===== config.mk =====
export PLATFORM = sky130hd
export DESIGN_NAME = isa_dma_channel_controller_core
export DESIGN_NICKNAME = d
export VERILOG_FILES = /design/src/hw/rtl/isadma_pkg.sv /design/src/hw/rtl/isadma_ram.sv /design/src/hw/rtl/isa_dma_channel_controller_core.sv
export SDC_FILE = /design/constraint.sdc
export NUM_CORES = 1
export LEC_CHECK = 0
export ABC_AREA = 0
export BUFFER_PORTS_ARGS = -buffer_cell sky130_fd_sc_hd__buf_2
export CAP_MARGIN = 20
export CORE_ASPECT_RATIO = 1.75
export CORE_MARGIN = 2
export CORE_UTILIZATION = 50
export DETAILED_ROUTE_END_ITERATION = 10
export PLACE_DENSITY = 0.75
export SETUP_SLACK_MARGIN = 0.1
export SLEW_MARGIN = 40
export SYNTH_ARGS = -nofsm -noshare
export SYNTH_HDL_FRONTEND = slang
export SYNTH_HIERARCHICAL = 1
export SYNTH_SLANG_ARGS = --single-unit

===== constraint.sdc =====
create_clock -name i_clk -period 11.7 [get_ports i_clk]
set_input_delay 1.17 -clock i_clk [delete_from_list [all_inputs] [get_ports i_clk]]
set_output_delay 1.17 -clock i_clk [all_outputs]
set_load 0.005 [all_outputs]

===== src/hw/rtl/isadma_pkg.sv =====
// Package for the ISA DMA channel controller core.
// Holds channel count, widths, port decode constants and the request kind enum.
// No dependencies.
`timescale 1ns / 1ps
`default_nettype none

package isadma_pkg;

    localparam int NUM_CHANNELS = 4;
    localparam int CH_W         = (NUM_CHANNELS > 1) ? $clog2(NUM_CHANNELS) : 1;
    localparam int COUNT_W      = 17;
    localparam int BASE_W       = 16;
    localparam int PAGE_W       = 8;
    localparam int MADDR_W      = 24;

    localparam logic [CH_W-1:0]    PROG_CH     = CH_W'(1);
    localparam logic [COUNT_W-1:0] COUNT_65536 = 17'h10000;

    localparam logic [7:0] PORT_ADDR1  = 8'h02;
    localparam logic [7:0] PORT_COUNT1 = 8'h03;
    localparam logic [7:0] PORT_MASK   = 8'h0A;
    localparam logic [7:0] PORT_MODE   = 8'h0B;
    localparam logic [7:0] PORT_CLR_FF = 8'h0C;
    localparam logic [7:0] PORT_PAGE1  = 8'h83;

    typedef enum logic [1:0] {
        KIND_PORT_WR = 2'd0,
        KIND_PORT_RD = 2'd1,
        KIND_DMA_REQ = 2'd2
    } t_kind;

endpackage

`default_nettype wire


===== src/hw/rtl/isadma_ram.sv =====
// Generic single write port, single read port RAM with registered read.
// Read returns the old contents on a same-address write. No dependencies.
`timescale 1ns / 1ps
`default_nettype none

module isadma_ram #(
    parameter int WIDTH = 8,
    parameter int DEPTH = 4
) (
    input  wire                             i_clk,
    input  wire                             i_we,
    input  wire [$clog2(DEPTH > 1 ? DEPTH : 2)-1:0] i_waddr,
    input  wire [WIDTH-1:0]                 i_wdata,
    input  wire                             i_re,
    input  wire [$clog2(DEPTH > 1 ? DEPTH : 2)-1:0] i_raddr,
    output logic [WIDTH-1:0]                o_rdata
);

    logic [WIDTH-1:0] r_mem [DEPTH];

    always_ff @(posedge i_clk) begin
        if (i_we) begin
            r_mem[i_waddr] <= i_wdata;
        end
        if (i_re) begin
            o_rdata <= r_mem[i_raddr];
        end
    end

endmodule

`default_nettype wire


===== src/hw/rtl/isa_dma_channel_controller_core.sv =====
// Top level of the ISA DMA channel controller: port decode, channel state, DMA address.
// Depends on isadma_pkg and isadma_ram (transfer count store).
//
// channel   dir  tdata (low bit up)                                   tuser
// s         in   port_addr[7:0] write_data[15:8] channel_sel[17:16]    mode[1:0]
// m         out  port_read_data[7:0] mem_request[8] mem_address[32:9]
//                transfer_idle[33]                                    -
//
// One transfer per cycle sustained unless the output stalls; a transfer is registered
// in stage 1, then the output register. Transfer counts sit in a RAM read on accept,
// written when stage 1 fires, forwarding the last write. Reset (synchronous, active
// low) clears registers, and counts via per-channel valid bits; no clearing pass. A
// stalled output holds stage 1 and blocks input only when both stages are full.
`timescale 1ns / 1ps
`default_nettype none

module isa_dma_channel_controller_core (
    input  wire         i_clk,
    input  wire         i_rst_n,
    input  wire         i_s_tvalid,
    output logic        o_s_tready,
    input  wire  [23:0] i_s_tdata,   // port_addr, write_data, channel_sel, zero pad
    input  wire  [1:0]  i_s_tuser,   // mode
    output logic        o_m_tvalid,
    input  wire         i_m_tready,
    output logic [39:0] o_m_tdata    // port_read_data, mem_request, mem_address,
                                     // transfer_idle, zero pad
);

    localparam int N  = isadma_pkg::NUM_CHANNELS;
    localparam int CW = isadma_pkg::CH_W;
    localparam int KW = isadma_pkg::COUNT_W;
    localparam int AW = isadma_pkg::MADDR_W;

    // stage 1
    logic        r_s1_valid;
    logic [1:0]  r_s1_mode;
    logic [7:0]  r_s1_port;
    logic [7:0]  r_s1_data;
    logic [1:0]  r_s1_ch;

    // channel state
    logic [isadma_pkg::BASE_W-1:0] r_base1, n_base1;
    logic [KW-1:0]                 r_reload1, n_reload1;
    logic [isadma_pkg::PAGE_W-1:0] r_page1, n_page1;
    logic                          r_ff, n_ff;
    logic [N-1:0]                  r_masked, n_masked;
    logic [N-1:0]                  r_dec, n_dec;
    logic [N-1:0]                  r_auto, n_auto;
    logic [N-1:0]                  r_tc_vld;

    // forwarding of last count write
    logic          r_fwd_valid;
    logic [CW-1:0] r_fwd_ch;
    logic [KW-1:0] r_fwd_cnt;

    // output register
    logic        r_out_valid;
    logic [7:0]  r_out_rd, n_out_rd;
    logic        r_out_req, n_out_req;
    logic [AW-1:0] r_out_addr, n_out_addr;
    logic        r_out_idle, n_out_idle;

    logic          s_fire, s1_fire;
    logic          ram_we, ram_wen;
    logic [CW-1:0] ram_waddr;
    logic [KW-1:0] ram_wdata, ram_rdata;

    logic [CW-1:0] ch_idx, wch_idx;
    logic          ch_ok, wch_ok;
    logic [KW-1:0] tc_cur, tc_eff, reload_c;
    logic [isadma_pkg::BASE_W-1:0] base_c;
    logic [isadma_pkg::PAGE_W-1:0] page_c;
    logic [AW-1:0] addr_pb;
    logic [15:0]   cnt_lo16;

    assign s1_fire    = r_s1_valid && (!r_out_valid || i_m_tready);
    assign o_s_tready = !r_s1_valid || s1_fire;
    assign s_fire     = i_s_tvalid && o_s_tready;
    assign ram_wen    = ram_we && s1_fire;

    isadma_ram #(
        .WIDTH (KW),
        .DEPTH (N)
    ) u_tc_ram (
        .i_clk   (i_clk),
        .i_we    (ram_wen),
        .i_waddr (ram_waddr),
        .i_wdata (ram_wdata),
        .i_re    (s_fire),
        .i_raddr (i_s_tdata[16 +: CW]),
        .o_rdata (ram_rdata)
    );

    assign ch_idx  = r_s1_ch[CW-1:0];
    assign ch_ok   = 32'(r_s1_ch) < N;
    assign wch_idx = r_s1_data[CW-1:0];
    assign wch_ok  = 32'(r_s1_data[1:0]) < N;

    always_comb begin
        if (r_fwd_valid && (r_fwd_ch == ch_idx)) begin
            tc_cur = r_fwd_cnt;
        end else if (r_tc_vld[ch_idx]) begin
            tc_cur = ram_rdata;
        end else begin
            tc_cur = '0;
        end
    end

    assign reload_c = (ch_idx == isadma_pkg::PROG_CH) ? r_reload1 : '0;
    assign base_c   = (ch_idx == isadma_pkg::PROG_CH) ? r_base1   : '0;
    assign page_c   = (ch_idx == isadma_pkg::PROG_CH) ? r_page1   : '0;
    assign tc_eff   = (r_auto[ch_idx] && (tc_cur > reload_c)) ? '0 : tc_cur;
    assign addr_pb  = {page_c, 16'h0000} + {8'h00, base_c};

    always_comb begin
        n_base1    = r_base1;
        n_reload1  = r_reload1;
        n_page1    = r_page1;
        n_ff       = r_ff;
        n_masked   = r_masked;
        n_dec      = r_dec;
        n_auto     = r_auto;
        ram_we     = 1'b0;
        ram_waddr  = ch_idx;
        ram_wdata  = '0;
        n_out_rd   = '0;
        n_out_req  = 1'b0;
        n_out_addr = '0;
        n_out_idle = 1'b0;
        cnt_lo16   = {r_s1_data, r_reload1[7:0]};

        unique case (isadma_pkg::t_kind'(r_s1_mode))
            isadma_pkg::KIND_PORT_WR: begin
                unique case (r_s1_port)
                    isadma_pkg::PORT_ADDR1: begin
                        if (r_ff) begin
                            n_base1 = {r_s1_data, r_base1[7:0]};
                        end else begin
                            n_base1 = {r_base1[15:8], r_s1_data};
                        end
                        n_ff = !r_ff;
                    end
                    isadma_pkg::PORT_COUNT1: begin
                        if (r_ff) begin
                            n_reload1 = (cnt_lo16 == 16'h0000) ? isadma_pkg::COUNT_65536
                                                              : {1'b0, cnt_lo16};
                            ram_we    = 1'b1;
                            ram_waddr = isadma_pkg::PROG_CH;
                            ram_wdata = '0;
                        end else begin
                            n_reload1 = {1'b0, r_reload1[15:8], r_s1_data};
                        end
                        n_ff = !r_ff;
                    end
                    isadma_pkg::PORT_MASK: begin
                        if (wch_ok) begin
                            n_masked[wch_idx] = r_s1_data[2];
                        end
                    end
                    isadma_pkg::PORT_MODE: begin
                        if (wch_ok) begin
                            n_dec[wch_idx]  = r_s1_data[5];
                            n_auto[wch_idx] = r_s1_data[4];
                        end
                    end
                    isadma_pkg::PORT_CLR_FF: begin
                        n_ff = 1'b0;
                    end
                    isadma_pkg::PORT_PAGE1: begin
                        n_page1 = r_s1_data;
                    end
                    default: begin
                    end
                endcase
            end
            isadma_pkg::KIND_PORT_RD: begin
                if (!r_s1_port[7] && (r_s1_port == isadma_pkg::PORT_COUNT1)) begin
                    n_out_rd = r_ff ? r_reload1[15:8] : r_reload1[7:0];
                end
            end
            isadma_pkg::KIND_DMA_REQ: begin
                if (!ch_ok || r_masked[ch_idx] || (tc_eff > reload_c)) begin
                    n_out_idle = 1'b1;
                end else begin
                    n_out_req  = 1'b1;
                    n_out_addr = r_dec[ch_idx] ? addr_pb - {7'h00, tc_eff}
                                               : addr_pb + {7'h00, tc_eff};
                    ram_we     = 1'b1;
                    ram_waddr  = ch_idx;
                    ram_wdata  = tc_eff + KW'(1);
                end
            end
            default: begin
            end
        endcase
    end

    always_ff @(posedge i_clk) begin
        if (!i_rst_n) begin
            r_s1_valid  <= 1'b0;
            r_out_valid <= 1'b0;
            r_base1     <= '0;
            r_reload1   <= '0;
            r_page1     <= '0;
            r_ff        <= 1'b0;
            r_masked    <= '0;
            r_dec       <= '0;
            r_auto      <= '0;
            r_tc_vld    <= '0;
            r_fwd_valid <= 1'b0;
        end else begin
            if (s_fire) begin
                r_s1_valid <= 1'b1;
            end else if (s1_fire) begin
                r_s1_valid <= 1'b0;
            end
            if (s1_fire) begin
                r_out_valid <= 1'b1;
            end else if (i_m_tready) begin
                r_out_valid <= 1'b0;
            end
            if (s1_fire) begin
                r_base1   <= n_base1;
                r_reload1 <= n_reload1;
                r_page1   <= n_page1;
                r_ff      <= n_ff;
                r_masked  <= n_masked;
                r_dec     <= n_dec;
                r_auto    <= n_auto;
                if (ram_we) begin
                    r_tc_vld[ram_waddr] <= 1'b1;
                    r_fwd_valid         <= 1'b1;
                end
            end
        end
    end

    always_ff @(posedge i_clk) begin
        if (s_fire) begin
            r_s1_mode <= i_s_tuser;
            r_s1_port <= i_s_tdata[7:0];
            r_s1_data <= i_s_tdata[15:8];
            r_s1_ch   <= i_s_tdata[17:16];
        end
        if (s1_fire) begin
            r_out_rd   <= n_out_rd;
            r_out_req  <= n_out_req;
            r_out_addr <= n_out_addr;
            r_out_idle <= n_out_idle;
            if (ram_we) begin
                r_fwd_ch  <= ram_waddr;
                r_fwd_cnt <= ram_wdata;
            end
        end
    end

    assign o_m_tvalid = r_out_valid;
    assign o_m_tdata  = {6'b0, r_out_idle, r_out_addr, r_out_req, r_out_rd};

    a_req_idle_excl: assert property (@(posedge i_clk) disable iff (!i_rst_n)
        r_out_valid |-> !(r_out_req && r_out_idle))
        else $error("mem_request and transfer_idle both set");

    a_out_hold: assert property (@(posedge i_clk) disable iff (!i_rst_n)
        r_out_valid && !i_m_tready |=> r_out_valid && $stable(o_m_tdata))
        else $error("stalled output transfer changed");

    a_fire_fills_out: assert property (@(posedge i_clk) disable iff (!i_rst_n)
        s1_fire |=> r_out_valid)
        else $error("stage fire did not load output register");

    a_read_no_req: assert property (@(posedge i_clk) disable iff (!i_rst_n)
        r_out_valid && (r_out_rd != 8'h00) |-> !r_out_req && !r_out_idle)
        else $error("port read data with dma flags");

    a_no_accept_when_full: assert property (@(posedge i_clk) disable iff (!i_rst_n)
        r_s1_valid && r_out_valid && !i_m_tready |-> !o_s_tready)
        else $error("input accepted with both stages full");

endmodule

`default_nettype wire


Yosys cells after proc, flatten, opt, wreduce, memory -nomap -nowiden
Memories as Yosys holds them, arrays and structs flattened. A register that Yosys moved wholly into a read port is not among the register bits.
Index checks and enable logic that the tools add are counted.
- register bits after elaboration: 134
- bits in writable memories: 68
- input bits: 30
- output and inout port bits: 42
- logic and storage cells: 125
- memories: 1
- $add $sub $neg: 4
- magnitude comparators: 7
- equal/unequal tests: 11
- mux-type cells: 42
- bitwise operators: 3
- reductions and logical operators: 33
- memory list (name ; words ; width ; read ports ; clocked after Yosys merged registers in ; write ports ; RTL line ; text):
    u_tc_ram.r_mem ; 4 ; 17 ; 1 ; 1 ; 1 ; isadma_ram.sv:19 ; logic [WIDTH-1:0] r_mem [DEPTH];
- operators by type and width (operator ; number):
    $mux 17 ; 8
    $gt 17x17->1 ; 2
    $add 24x16->24 ; 1
    $add 24x17->24 ; 1
    $eq 8x4->1 const B ; 3
    $mux 24 ; 1
    $sub 24x17->24 ; 1
    $add 17x1->17 const B ; 1
    $eq 8x2->1 const B ; 2
    $logic_not 16->1 ; 1
    $mux 1 ; 16
    $mux 16 ; 1
    $mux 8 ; 2
    $reduce_and 4->1 ; 4
    $reduce_and 3->1 ; 5
    $bwmux 4 ; 3
    $lt 2x3->1 const B ; 3
    $bmux 1 s2 ; 4
    $eq 8x8->1 const B ; 1
    $logic_and 1x1->1 ; 8
    $mux 2 ; 3
    $reduce_bool 2->1 ; 3
    $demux 1 s2 ; 2
    $eq 2x1->1 const B ; 2
    12 further kinds ; 22

Logic depth before layout (Yosys ltp)
- depth after elaboration: 14
- mapped depth: 32
- mapped depth without buffers: 26

Modules after synthesis
The synthesis kept the hierarchy.
- modules (own cells, without submodules) (module ; times used ; cells each ; area an instance (um2) ; seq. area each (um2)):
    isa_dma_channel_controller_core ; 1 ; 907 ; 8635.8 ; 3413.3
    isadma_ram ; 1 ; 110 ; 3034.2 ; 2552.4

Worst setup path before layout
OpenSTA, ideal clock, no wires.
- kind: flip-flop to flip-flop
- start: reg r_s1_ch[0], in the netlist ch_idx[0]
- end: mem u_tc_ram/r_mem[0][0] (netlist name), enable pin
- library setup time: 0.417 ns
- arrival time: 6.867 ns
- data required time: 11.283 ns
- slack: 4.417 ns
- stages on the path, launching flop included: 24
- buffers on the path: 5
- period minus slack after synthesis: 7.283 ns
- path through: edfxtp_1 buf_6 mux4_2 o31a_2 clkbuf_1 a22oi_1 inv_1 ha_1 nand4_1 nor4_1 a221oi_1 a31oi_1 buf_4 buf_2 nor2_1 ha_1 nand4_1 nor4_1 o21a_1 o21ai_0 buf_2 inv_1 o21a_1 nor3b_1
- word-level cells in the longest chain between the ends: 14
- elaborated cells between the ends (all ways): 25
- classes of those cells: order compare (2); eq/ne (2); mux (17); reduce/logical (4)
- RTL lines (item ; RTL line ; text):
    start, declared ; isa_dma_channel_controller_core.sv:40 ; logic [1:0] r_s1_ch;
    start signal, assigned ; isa_dma_channel_controller_core.sv:244 ; r_s1_ch <= i_s_tdata[17:16];
    $bmux 1 s2 ; isa_dma_channel_controller_core.sv:103 ; end else if (r_tc_vld[ch_idx]) begin
    $mux 1 (not written as such) ; isa_dma_channel_controller_core.sv:103 ;
    $mux 17 ; isa_dma_channel_controller_core.sv:103 ;
    $mux 17 ; isa_dma_channel_controller_core.sv:101 ; if (r_fwd_valid && (r_fwd_ch == ch_idx)) begin
    $gt 17x17->1 ; isa_dma_channel_controller_core.sv:113 ; assign tc_eff = (r_auto[ch_idx] && (tc_cur > reload_c)) ? '0 : tc_cur;
    $logic_and 1x1->1 ; isa_dma_channel_controller_core.sv:113 ;
    $mux 17 ; isa_dma_channel_controller_core.sv:113 ;
    $gt 17x17->1 ; isa_dma_channel_controller_core.sv:183 ; if (!ch_ok || r_masked[ch_idx] || (tc_eff > reload_c)) begin
    $logic_or 1x1->1 (*) ; isa_dma_channel_controller_core.sv:183 ;
    $mux 1 (*) ; isa_dma_channel_controller_core.sv:183 ;
    $pmux 1 s2 (*) ; isa_dma_channel_controller_core.sv:133 ; unique case (isadma_pkg::t_kind'(r_s1_mode))
    $logic_and 1x1->1 (*) ; isa_dma_channel_controller_core.sv:80 ; assign ram_wen = ram_we && s1_fire;
    named net ram_wen ; isa_dma_channel_controller_core.sv:65 ; logic ram_we, ram_wen;
    $mux 1 (*) ; isadma_ram.sv:22 ; if (i_we) begin
    $mux 1 (not written as such) (*) ; isadma_ram.sv:23 ; r_mem[i_waddr] <= i_wdata;
    end, declared ; isadma_ram.sv:19 ;
The timed path passes the listed nets; every way through them passes the cells marked *. The select of a mux whose other input is x is not followed.

Worst setup path in the final report
- start: reg r_s1_ch[0], in the netlist ch_idx[0]
- end: reg r_out_addr[23], data pin
- word-level cells in the longest chain between the ends: 10
- elaborated cells between the ends (all ways): 26
- classes of those cells: add/sub (3); order compare (2); eq/ne (2); mux (15); reduce/logical (4)
- RTL lines (item ; RTL line ; text):
    parallel branches: the longest is 10 deep, another holds $add 24x17->24 ; n/a ;
    end signal, assigned ; isa_dma_channel_controller_core.sv:249 ; r_out_addr <= n_out_addr;
    end, declared ; isa_dma_channel_controller_core.sv:61 ; logic [AW-1:0] r_out_addr, n_out_addr;
Several ways; the timed one is not identified. The select of a mux whose other input is x is not followed.
A chain may end at the register's enable or synchronous reset.

==> PnR_summary.wiki <==
{| class="wikitable"
! Metric !! Value
|-
| Fin crit period || 8.08 ns
|-
| Remaining global-route overflow || 0
|-
| Maximum clock frequency || 124 MHz
|-
| Horizontal extent of the die || 119 um
|-
| Die Footprint || 24600 um2
|-
| Vias || 7863
|-
| Final clock period utilization by the worst path || 69.1%
|-
| Initial cell density of the core || 50.4%
|-
| Final HPWL DP || 20500 um
|-
| Data required time at the worst endpoint || 11.96 ns
|-
| Source of the worst register-to-register timing path || ch_idx[0]
|-
| Type of element capturing the critical path || flop
|-
| Logic gate share of total power || 9.1%
|-
| Depth of the worst hold-timing path || 1
|-
| Worst Hold Class || flop to flop
|-
| End of the worst register-to-register path || r_out_addr[23]
|-
| WP data arrival || 8.34 ns
|-
| Post-Synthesis Cell Area || 11700 um2
|-
| CP bufs+invs || 4
|-
| Total CTS buffers || 20
|-
| Post-synth EDFFs || 158
|-
| TritonRoute pass-1 iters || 5
|-
| IR drop worst, VDD || 88.8 uV
|-
| Number of max-cap violations || 0
|-
| Number of antenna violations at the first check in global routing || 0
|-
| Post-placement setup slack || 3.78 ns
|-
| Worst slew slack as a fraction of its limit || 44.2%
|-
| Most numerous cell types in the synthesized netlist || sky130_fd_sc_hd__edfxtp_1 (158), sky130_fd_sc_hd__nand2_1 (94), sky130_fd_sc_hd__nor2_1 (83)
|-
| Worst Clk Skew || 0.0120 ns
|-
| # resized after CTS || 0
|-
| Total negative slack || 0 ns
|-
| Switching power || 0.387 mW
|-
| Logic depth of the worst setup path including buffers || 26
|-
| Crit path max-delay family || compound AO/OA/AOI/OAI gates
|-
| Critical path's slowest cell || sky130_fd_sc_hd__mux4_2
|-
| Count of unique library cells instantiated by Yosys || 78
|-
| Number of register bits inferred by synthesis || 219
|-
| Power density normalized to cell area || 131 nW/um2
|-
| Slowest stage delay, CP || 0.73 ns
|-
| Worst R2R Setup Slack || 3.62 ns
|-
| Post-route DRC || 0
|-
| Part of the Yosys area used for sequential elements || 51.1%
|-
| NumNets Final || 1149
|-
| Cell taking the most area after synthesis || sky130_fd_sc_hd__edfxtp_1
|-
| Fillcell total || 1966
|-
| Kind of start point of the critical path || flop
|-
| Logic depth of the worst register-to-register path || 26
|-
| Area share of the largest cell type after synthesis || 40.7%
|-
| Total clock sinks || 219
|-
| Final weighted congestion in routability-driven placement || 1.00
|-
| Result of the run || complete, no violations
|-
| Core footprint || 23100 um2
|-
| Clock Root Buffer || sky130_fd_sc_hd__clkbuf_16
|-
| Max Buffers Root-to-Sink || 3
|-
| Clock insertion delay at the later pin of the skew report || 0.52 ns
|-
| Number of top-level design ports || 72
|-
| Fraction of final layout cells sized beyond drive strength 1 || 13.3%
|-
| Most instantiated flip-flop cell in the synthesis netlist || sky130_fd_sc_hd__edfxtp_1
|-
| Die Span Y || 206 um
|-
| Total internal power || 1.29 mW
|-
| Largest net degree at the start of global routing || 62
|-
| Leakage || 4.85 nW
|-
| Number of DRC violations after detailed-routing iteration 0 || 427
|-
| H-tree depth || 1
|-
| IO Port Bufs || 59
|-
| Tightest hold margin || 0.471 ns
|-
| Mapped Avg Cell Area || 11.5 um2
|-
| Area Growth Syn to Fin || 9.92%
|-
| Number of global-route vias before repair || 8077
|-
| Final number of setup-violating endpoints || 0
|-
| Number of max-slew violations in the final report || 0
|-
| Tot GR Track Use || 22.7%
|-
| Wire length of the first global-routing pass || 43200 um
|-
| Placement row count || 74
|-
| Switching portion of total power || 23.1%
|-
| Crit path setup slack, layout || 3.62 ns
|-
| Final Hold Vio Count || 0
|-
| Share of synthesized registers carrying an async set or reset || 0%
|-
| Clock slew at the register clock pins of the worst setup and hold paths || 0.07 ns
|-
| Crit path from || ch_idx[0]
|-
| Routed WL per cell || 19.9 um
|-
| Power share of the sequential group || 51.2%
|-
| Post-CTS Setup Inserts || 0
|-
| Final WL || 27400 um
|-
| Leading cell types by total area after synthesis || sky130_fd_sc_hd__edfxtp_1 (41%), sky130_fd_sc_hd__dfxtp_1 (10%), sky130_fd_sc_hd__ha_1 (6.3%)
|-
| Antenna fix cells || 0
|-
| Actual transition at the worst max-transition pin || 0.834 ns
|-
| CP Class || flop to flop
|-
| RSZ-0062 raised after global routing || no
|-
| Vias per Instance || 5.71
|-
| Number of hold-repair buffers added at the cts stage || 0
|-
| Largest driver fanout on the critical path || 20
|-
| Critical path endpoint || r_out_addr[23]
|-
| Power share of the clock group || 39.7%
|-
| Synthesis warning total || 6
|-
| Post-detailed-route count of antenna-violating nets || 0
|-
| Most common cell in the synthesized netlist || sky130_fd_sc_hd__edfxtp_1
|-
| Synthesized instance count || 1017
|-
| Clock tree from TritonCTS || done
|}
## worst min-delay path by stage
| stage | end | slack, ns | start |
|---|---|---|---|
| global placement | r_tc_vld[1] | 0.45 | r_tc_vld[1] |
| CTS | r_tc_vld[1] | 0.48 | r_tc_vld[1] |
| finish | r_tc_vld[0] | 0.47 | r_tc_vld[0] |
| global route | r_tc_vld[1] | 0.50 | r_tc_vld[1] |
| floorplan | r_tc_vld[1] | 0.44 | r_tc_vld[1] |
| detailed placement | r_tc_vld[1] | 0.45 | r_tc_vld[1] |
## final cells by class
| type | instances | area (um2) | area share (%) |
|---|---|---|---|
| repair buffers | 65 | 343 | 2.67 |
| multi-input cells | 729 | 5380 | 42.0 |
| clock inverters | 10 | 106 | 0.829 |
| flip-flops and latches | 219 | 5970 | 46.5 |
| inverters | 24 | 95.1 | 0.741 |
| well taps | 304 | 380 | 2.97 |
| clock buffers | 26 | 554 | 4.32 |
## cell usage in the layout (no fill, tap or decap), drive strengths merged, types with 3 or more instances in the layout
| cell | Yosys | final |
|---|---|---|
| a31oi | 5 | 5 |
| and3 | 9 | 9 |
| mux2i | 54 | 54 |
| clkbuf | 23 | 26 |
| a221oi | 3 | 3 |
| nand2 | 94 | 94 |
| or2 | 4 | 4 |
| o311ai | 5 | 5 |
| edfxtp | 158 | 158 |
| xor2 | 24 | 24 |
| nor2b | 58 | 58 |
| a21boi | 10 | 10 |
| and2 | 31 | 31 |
| nand3 | 19 | 19 |
| mux4 | 21 | 21 |
| nor3 | 9 | 9 |
| a22o | 4 | 4 |
| o21ai | 38 | 38 |
| a22oi | 8 | 8 |
| o31ai | 4 | 4 |
| clkinv | 1 | 7 |
| inv | 23 | 24 |
| a211oi | 5 | 5 |
| o21bai | 5 | 5 |
| ha | 59 | 59 |
| conb | 1 | 6 |
| a21o | 8 | 8 |
| xnor2 | 23 | 23 |
| nor4 | 15 | 15 |
| or3 | 5 | 5 |
| o21a | 13 | 13 |
| nor2 | 84 | 84 |
| dfxtp | 61 | 61 |
| a21oi | 52 | 52 |
| nand4 | 16 | 16 |
| nand2b | 8 | 8 |
| buf | 27 | 65 |
| o31a | 3 | 3 |
## metrics by stage
step,utilization [%],instance area (um2),power (mW),instances
5_1_grt,55.4,12800,1.73,1377
4_1_cts,55.4,12800,1.69,1377
2_1_floorplan,-,11700,0.986,1022
6_report,55.4,12800,1.68,1377
3_5_place_dp,52.6,12200,1.03,1341
3_3_place_gp,52.5,12100,1.03,1340
## cell families after synthesis
group           after synthesis  share of synthesized area (%)
mux                          77                           9.26
other cells                   1                         0.0321
simple gates                362                           16.1
compound gates              177                           10.1
flops                       219                           51.1
buf+inv                      74                           3.27
fa+ha+maj                    60                           6.50
xor+xnor                     47                           3.59
## power groups by stage
| stage | logic [mW] | clock network, mW | registers (mW) |
|---|---|---|---|
| 2_1_floorplan | 0.116 | 0 | 0.870 |
| 3_3_place_gp | 0.149 | 0 | 0.877 |
| 3_5_place_dp | 0.151 | 0 | 0.877 |
| 4_1_cts | 0.152 | 0.676 | 0.860 |
| 5_1_grt | 0.167 | 0.705 | 0.861 |
| 6_report | 0.152 | 0.666 | 0.860 |
## layer usage
layer,wire length (um),global-route usage [%]
met1,9880,23.5
met2,15200,44.6
met3,971,2.54
met4,1290,11.4
met5,0,0
## registers in the layout (all words and copies together), names as in the netlist, 8 cells and up
| name | count |
|---|---|
| u_tc_ram/r_mem | 68 |
| r_out_addr | 24 |
| r_fwd_cnt | 17 |
| r_reload1 | 17 |
| u_tc_ram/o_rdata | 17 |
| r_base1 | 16 |
| r_out_rd | 8 |
| r_page1 | 8 |
| r_s1_data | 8 |
| r_s1_port | 8 |
## worst reg2reg max path, cell delays in order (launching register included)
cell and delay, ns:
sky130_fd_sc_hd__edfxtp_1 0.59, sky130_fd_sc_hd__mux4_2 0.73, sky130_fd_sc_hd__o31a_2 0.28, sky130_fd_sc_hd__a22oi_1 0.45
sky130_fd_sc_hd__inv_1 0.22, sky130_fd_sc_hd__ha_1 0.37, sky130_fd_sc_hd__nand4_1 0.11, sky130_fd_sc_hd__nor4_1 0.44
sky130_fd_sc_hd__a221oi_1 0.21, sky130_fd_sc_hd__a31oi_2 0.21, sky130_fd_sc_hd__buf_4 0.30, sky130_fd_sc_hd__nor2_1 0.17
sky130_fd_sc_hd__inv_1 0.18, sky130_fd_sc_hd__ha_1 0.40, sky130_fd_sc_hd__inv_1 0.19, sky130_fd_sc_hd__nor4_1 0.38
sky130_fd_sc_hd__a221oi_2 0.19, sky130_fd_sc_hd__xnor2_1 0.22, sky130_fd_sc_hd__ha_1 0.42, sky130_fd_sc_hd__nand2_1 0.11
sky130_fd_sc_hd__nor2_1 0.17, sky130_fd_sc_hd__nand3_1 0.09, sky130_fd_sc_hd__o21ai_0 0.63, sky130_fd_sc_hd__a21oi_1 0.27
sky130_fd_sc_hd__o21ai_0 0.30, sky130_fd_sc_hd__xnor2_1 0.15, sky130_fd_sc_hd__nor2_1 0.05
Note: power is estimated with default switching activity, not from simulation.
